File: src/sv/kae_pkg.sv
// shared types and constants for the key autorepeat engine
package kae_pkg;

  localparam int unsigned KEY_W        = 6;
  localparam int unsigned CNT_W        = 8;
  localparam int unsigned CFG_W        = 7;
  localparam int unsigned HELD_W       = 7;
  localparam int unsigned CFG_IDX_W    = 2;
  localparam int unsigned NUM_KEYS_DEF = 64;

  localparam logic [CFG_W-1:0]     DEFAULT_DELAY  = 7'd21;
  localparam logic [CFG_W-1:0]     DEFAULT_PERIOD = 7'd3;
  localparam logic [HELD_W-1:0]    HELD_MAX       = 7'd127;

  localparam logic [CFG_IDX_W-1:0] CFG_DELAY  = 2'd0;
  localparam logic [CFG_IDX_W-1:0] CFG_PERIOD = 2'd1;

  typedef enum logic [1:0] {
    KIND_DOWN = 2'd0,
    KIND_UP   = 2'd1,
    KIND_TICK = 2'd2
  } kind_e;

  typedef struct packed {
    logic [1:0]       kind;
    logic [KEY_W-1:0] key;
    logic             is_modifier;
  } kae_in_t;

  typedef struct packed {
    logic [KEY_W-1:0] repeat_key;
    logic             last;
  } kae_out_t;

endpackage

File: src/sv/key_autorepeat_engine.sv
// key autorepeat engine: per-key repeat counters scanned on each timer tick while the held count is nonzero
//
//   channel | direction | handshake                | payload
//   --------+-----------+--------------------------+----------------------------
//   in      | input     | in_valid_i / in_ready_o   | in_i  (kind, key, is_modifier)
//   out     | output    | out_valid_o / out_ready_i | out_o (repeat_key, last)
//   cfg     | input     | cfg_valid_i / cfg_ready_o | cfg_index_i, cfg_data_i
//
// key-up is a single write of the counter memory, key-down a read then a write of it
// a tick with keys held reads and updates every key in turn, then flushes the last repeat;
//   the one-read one-write counter memory walks one key per cycle while the scan is not stalled
// after reset all counters read as idle through per-key valid bits, no clearing pass
// the scan stalls only when a repeat must move to the output register while it is full
module key_autorepeat_engine import kae_pkg::*; #(
  parameter int unsigned NUM_KEYS = NUM_KEYS_DEF
) (
  input  logic                 clk_i,
  input  logic                 rst_ni,
  input  logic                 in_valid_i,
  output logic                 in_ready_o,
  input  kae_in_t              in_i,
  output logic                 out_valid_o,
  input  logic                 out_ready_i,
  output kae_out_t             out_o,
  input  logic                 cfg_valid_i,
  output logic                 cfg_ready_o,
  input  logic [CFG_IDX_W-1:0] cfg_index_i,
  input  logic [CFG_W-1:0]     cfg_data_i
);

  localparam int unsigned IDX_W = $clog2(NUM_KEYS);
  localparam logic [IDX_W-1:0] LAST_IDX   = IDX_W'(NUM_KEYS - 1);
  localparam logic [KEY_W:0]   NUM_KEYS_L = (KEY_W + 1)'(NUM_KEYS);
  localparam logic signed [CNT_W-1:0] CNT_M1 = CNT_W'(-1);
  localparam logic signed [CNT_W-1:0] CNT_P1 = CNT_W'(1);

  localparam logic [1:0] ST_IDLE  = 2'd0;
  localparam logic [1:0] ST_DOWN  = 2'd1;
  localparam logic [1:0] ST_SCAN  = 2'd2;
  localparam logic [1:0] ST_FLUSH = 2'd3;

  logic [1:0]        state_q, state_d;
  logic [CFG_W-1:0]  delay_q, period_q;
  logic [HELD_W-1:0] held_q, held_d;
  logic [IDX_W-1:0]  key_q, key_d;
  logic [IDX_W-1:0]  cur_q, cur_d;
  logic [IDX_W-1:0]  pend_q, pend_d;
  logic              pend_vld_q, pend_vld_d;
  kae_out_t          out_q, out_d;
  logic              out_vld_q, out_vld_d;

  logic [CNT_W-1:0]  cnt_mem [NUM_KEYS];
  logic [NUM_KEYS-1:0] ent_vld_q;
  logic [CNT_W-1:0]  rd_data_q;
  logic              rd_vld_q;

  logic              rd_en, wr_en;
  logic [IDX_W-1:0]  rd_addr, wr_addr;
  logic [CNT_W-1:0]  wr_data;

  logic signed [CNT_W-1:0] cur_cnt;
  logic [CNT_W-1:0]  period_ext;
  logic              out_free, in_range, fire, stall;
  logic [IDX_W-1:0]  in_idx;

  assign in_ready_o  = (state_q == ST_IDLE);
  assign out_valid_o = out_vld_q;
  assign out_o       = out_q;
  assign cfg_ready_o = 1'b1;

  assign cur_cnt    = rd_vld_q ? rd_data_q : '0;
  assign period_ext = {1'b0, period_q};
  assign out_free   = !out_vld_q || out_ready_i;
  assign in_range   = ({1'b0, in_i.key} < NUM_KEYS_L);
  assign in_idx     = in_i.key[IDX_W-1:0];
  assign fire       = (cur_cnt == CNT_M1) || (cur_cnt == CNT_P1);
  assign stall      = fire && pend_vld_q && !out_free;

  always_comb begin
    state_d    = state_q;
    held_d     = held_q;
    key_d      = key_q;
    cur_d      = cur_q;
    pend_d     = pend_q;
    pend_vld_d = pend_vld_q;
    out_d      = out_q;
    out_vld_d  = out_vld_q;
    rd_en      = 1'b0;
    rd_addr    = '0;
    wr_en      = 1'b0;
    wr_addr    = '0;
    wr_data    = '0;

    if (out_vld_q && out_ready_i) begin
      out_vld_d = 1'b0;
    end

    unique case (state_q)
      ST_IDLE: begin
        if (in_valid_i) begin
          unique case (in_i.kind)
            KIND_DOWN: begin
              if (!in_i.is_modifier && in_range) begin
                rd_en   = 1'b1;
                rd_addr = in_idx;
                key_d   = in_idx;
                state_d = ST_DOWN;
              end
            end
            KIND_UP: begin
              if (in_range) begin
                wr_en   = 1'b1;
                wr_addr = in_idx;
                wr_data = '0;
                held_d  = (held_q == '0) ? '0 : held_q - 1'b1;
              end
            end
            KIND_TICK: begin
              if (held_q != '0) begin
                rd_en   = 1'b1;
                rd_addr = '0;
                cur_d   = '0;
                state_d = ST_SCAN;
              end
            end
            default: begin
            end
          endcase
        end
      end
      ST_DOWN: begin
        wr_en   = 1'b1;
        wr_addr = key_q;
        if (cur_cnt == '0) begin
          held_d  = (held_q == HELD_MAX) ? held_q : held_q + 1'b1;
          wr_data = CNT_W'(0) - {1'b0, delay_q};
        end else begin
          wr_data = period_ext;
        end
        state_d = ST_IDLE;
      end
      ST_SCAN: begin
        if (!stall) begin
          wr_en   = 1'b1;
          wr_addr = cur_q;
          if (fire) begin
            wr_data = period_ext;
            if (pend_vld_q) begin
              out_d.repeat_key = KEY_W'(pend_q);
              out_d.last       = 1'b0;
              out_vld_d        = 1'b1;
            end
            pend_d     = cur_q;
            pend_vld_d = 1'b1;
          end else if (cur_cnt < CNT_M1) begin
            wr_data = cur_cnt + CNT_P1;
          end else if (cur_cnt > CNT_P1) begin
            wr_data = cur_cnt - CNT_P1;
          end else begin
            wr_data = cur_cnt;
          end
          if (cur_q == LAST_IDX) begin
            state_d = ST_FLUSH;
          end else begin
            rd_en   = 1'b1;
            rd_addr = cur_q + 1'b1;
            cur_d   = cur_q + 1'b1;
          end
        end
      end
      ST_FLUSH: begin
        if (pend_vld_q) begin
          if (out_free) begin
            out_d.repeat_key = KEY_W'(pend_q);
            out_d.last       = 1'b1;
            out_vld_d        = 1'b1;
            pend_vld_d       = 1'b0;
            state_d          = ST_IDLE;
          end
        end else begin
          state_d = ST_IDLE;
        end
      end
      default: begin
        state_d = ST_IDLE;
      end
    endcase
  end

  always_ff @(posedge clk_i) begin
    if (wr_en) begin
      cnt_mem[wr_addr] <= wr_data;
    end
    if (rd_en) begin
      rd_data_q <= cnt_mem[rd_addr];
    end
  end

  always_ff @(posedge clk_i or negedge rst_ni) begin
    if (!rst_ni) begin
      state_q    <= ST_IDLE;
      delay_q    <= DEFAULT_DELAY;
      period_q   <= DEFAULT_PERIOD;
      held_q     <= '0;
      key_q      <= '0;
      cur_q      <= '0;
      pend_q     <= '0;
      pend_vld_q <= 1'b0;
      out_q      <= '0;
      out_vld_q  <= 1'b0;
      ent_vld_q  <= '0;
      rd_vld_q   <= 1'b0;
    end else begin
      state_q    <= state_d;
      held_q     <= held_d;
      key_q      <= key_d;
      cur_q      <= cur_d;
      pend_q     <= pend_d;
      pend_vld_q <= pend_vld_d;
      out_q      <= out_d;
      out_vld_q  <= out_vld_d;
      if (wr_en) begin
        ent_vld_q[wr_addr] <= 1'b1;
      end
      if (rd_en) begin
        rd_vld_q <= ent_vld_q[rd_addr];
      end
      if (cfg_valid_i) begin
        if (cfg_index_i == CFG_DELAY) begin
          delay_q <= cfg_data_i;
        end else if (cfg_index_i == CFG_PERIOD) begin
          period_q <= cfg_data_i;
        end
      end
    end
  end

endmodule

File: config.mk
export PLATFORM = sky130hd
export DESIGN_NAME = key_autorepeat_engine
export DESIGN_NICKNAME = d
export VERILOG_FILES = /design/src/sv/kae_pkg.sv /design/src/sv/key_autorepeat_engine.sv
export SDC_FILE = /design/constraint.sdc
export NUM_CORES = 1
export LEC_CHECK = 0
export ABC_AREA = 1
export BUFFER_PORTS_ARGS = -buffer_cell sky130_fd_sc_hd__buf_2
export CORE_UTILIZATION = 60
export CTS_CLUSTER_SIZE = 12
export DETAILED_ROUTE_END_ITERATION = 12
export GPL_ROUTABILITY_DRIVEN = 0
export PLACE_DENSITY = 0.72
export SLEW_MARGIN = 20
export SYNTH_ARGS = -nofsm -noshare
export SYNTH_HDL_FRONTEND = slang
export SYNTH_SLANG_ARGS = --single-unit
File: constraint.sdc
create_clock -name clk_i -period 7.2 [get_ports clk_i]
set_clock_uncertainty 0.1 [all_clocks]
set_input_delay 2.16 -clock clk_i [delete_from_list [all_inputs] [get_ports clk_i]]
set_output_delay 2.16 -clock clk_i [all_outputs]
set_load 0.02 [all_outputs]
==> run metrics <==
height of the die 215.7 um; via-per-instance ratio 6.318; Yosys top cell area share 0.5700; post-place setup slack 1.570 ns; syn_nets 2358; gr usage total 0.3014; Yosys reg bits 635; Rows 77; final routed DRC violation total 0; Async SR Flop Fraction 0.1811; Core ar. 0.04461 mm^2; number of global-route vias before repair 18237; RR Startpoint rd_vld_q; Slew HR 0.2502; hold-fix buffers at CTS 0; final net count 2351; crit path DAT 5.46 ns; Hold Path Class reg -> reg; Worst Reg2Reg Path Length in Cells 18; Clock Tree Buf Depth 3; minimum clock period 5.080 ns; most frequent cell after synthesis edfxtp_1; die width 215.7 um; status finished, final reports clean; max-slew violation count 0; CP endpoint kind flip-flop; clock root buffer clkbuf_16; maximum clock frequency 196.8 MHz; Hold Path Sink ent_vld_q[0]; Most used DFF post-synth edfxtp_1; port bufs 31; Post-synth EDFFs 520; Detailed Place HPWL 40510 um; Starting Density 0.6141; register area share after synthesis 0.6753; total power draw 10.37 mW; Post-Syn Area 0.02740 mm^2; Post-CTS Setup Inserts 0; Final period util 0.7056; first-pass GRT wire length 106600 um; Overflow after GRT 0; Hold Crit Start ent_vld_q[0]; largest net degree at the start of global routing 141; number of DRC markers in iteration 0 2474; RR Endpoint rd_data_q[4]; post-DR wirelength/cell 23.30 um; Required @ worst endpoint 7.57 ns; Clock Latency Late Sink 0.61 ns; RSZ-0062 raised after global routing no; Pleak 10.59 nW; flop2flop setup slack 2.44 ns; initial antenna violation count 1; H-Tree Depth 3; final worst slack 2.120 ns; yosys warns 0; Cell variety after synth 52; CTS tree built; antenna-violating nets left 0; Pre-antenna DRT Iters 6; Layout area overhead 9.386%; Syn Inst Count 2323; layout cells sized above 1 0.09087; Final setup viols 0; Syn Area/Cell 11.79 um^2; hold depth 2; largest fanout on the critical path 93; most frequent cells after synthesis 520 x edfxtp_1, 284 x nand3_1, 262 x o211ai_1, 195 x nand2_1, 175 x o21ai_0; setup TNS 0 ns; clock sinks 635; Synth area leader edfxtp_1; Inserted Diodes 0; WS Path Type in -> reg; worst vdd ir 0.2588 mV; Pwr per Cell Area 345.9 mW/mm^2; Num CTS Buffers 67; Worst Tran Pin Value 1.122 ns; post-CTS resize count 0; Total Routed Length 68670 um; io pins 33; total number of vias 18619; type of origin of the critical path input pin; Clock transition at path regs 0.06 ns; die area 0.04652 mm^2; final hold violation count 0; dominant cells by area after synthesis edfxtp_1 57%, dfrtp_1 10%, o211ai_1 7.2%, nand3_1 5.2%, o21ai_0 3.2%; Max Cap Viol 0
-- where the power goes --
part           total [mW]  switching (mW)  internal [mW]  leakage (nW)
Sequential           4.74           0.111           4.63          6.02
Combinational        2.49            1.89          0.606          3.62
Clock                3.14            1.36           1.77         0.954
Total                10.4            3.36           7.00          10.6
-- cell families after synthesis --
group,Yosys count,synth area share
adder cells (fa/ha/maj),12,0.005481
buffers and inverters,323,0.05001
other,1,0.0001369
flip-flops,635,0.6753
AND/OR/NAND/NOR,846,0.1479
XOR/XNOR,6,0.001919
AO/OA/AOI/OAI,500,0.1193
-- worst max-delay path by stage --
stage                     start             to  slack [ns]  cells past startpoint
floorplan           out_ready_i  cnt_mem[0][2]        1.75                     10
global placement    out_ready_i   rd_data_q[4]        1.55                     15
detailed placement  out_ready_i   rd_data_q[4]        1.57                     15
CTS                 out_ready_i   rd_data_q[4]        2.19                     15
global route        out_ready_i   rd_data_q[4]        1.88                     15
finish              out_ready_i   rd_data_q[4]        2.12                     15
-- routing by layer --
layer,share of wire,global-route usage
met1,0.41,0.4212
met2,0.47,0.4753
met3,0.086,0.05300
met4,0.035,0.1158
met5,0.00016,0
-- cell type report --
type                    count  area (um^2)
inverters                 180        688.2
multi-input cells        1365         7619
repair buffers             67        476.7
fillers                  3177        14640
flip-flops and latches    635        18500
clock inverters            20        125.1
well taps                 592        740.7
clock buffers              88         1818
-- flip-flops by register name, summed over array words and instances (netlist names), 7 cells and up --
name	cells
cnt_mem	512
held_q	7
delay_q	7
period_q	7
ent_vld_q	64
out_o	7
rd_data_q	8
-- critical path: stages --
cell and delay (ns):
buf_2 0.10, inv_1 0.05, nand2_1 0.08, nor2_1 0.21
nand2_4 0.12, nand3_4 0.34, nand2_8 0.32, inv_6 0.63
buf_12 0.38, o211ai_1 0.15, nand3_1 0.15, nand3_1 0.17
nand3_1 0.21, nand3_1 0.14, nand2_1 0.08
-- stage by stage --
step	cells	hold WS (ns)	util	cell area, um^2
floorplan	2323	0.3274	-	27400
global placement	2838	0.3373	0.6275	27990
global route	2947	0.3649	0.6718	29970
CTS	2946	0.3585	0.6710	29930
finish	2947	0.3556	0.6718	29970
detailed placement	2838	0.3455	0.6275	27990
-- cell usage in the layout, fill, tap and decap left out, types with 4 or more instances in the layout --
master | Yosys | routed
nand2_2 | 7 | 6
clkinv_2 | 1 | 8
clkbuf_16 | 0 | 69
inv_6 | 0 | 4
clkinv_1 | 6 | 13
buf_4 | 4 | 33
nand3_1 | 284 | 284
a21oi_1 | 17 | 10
or2_0 | 114 | 114
o221ai_1 | 7 | 7
o21ai_1 | 13 | 13
ha_1 | 12 | 12
nand2_1 | 195 | 195
nand3b_1 | 4 | 4
or2_1 | 19 | 19
a21oi_4 | 0 | 7
a22oi_1 | 4 | 4
buf_2 | 72 | 30
o21ai_0 | 175 | 175
inv_1 | 170 | 169
dfstp_2 | 5 | 5
nor2_1 | 168 | 168
nor3_1 | 13 | 13
nand4_1 | 4 | 4
dfrtp_1 | 110 | 110
clkbuf_1 | 58 | 17
or2_2 | 28 | 28
a31oi_1 | 4 | 4
edfxtp_1 | 520 | 520
o211ai_1 | 262 | 262
No activity file was read; power rests on OpenSTA's default activity.
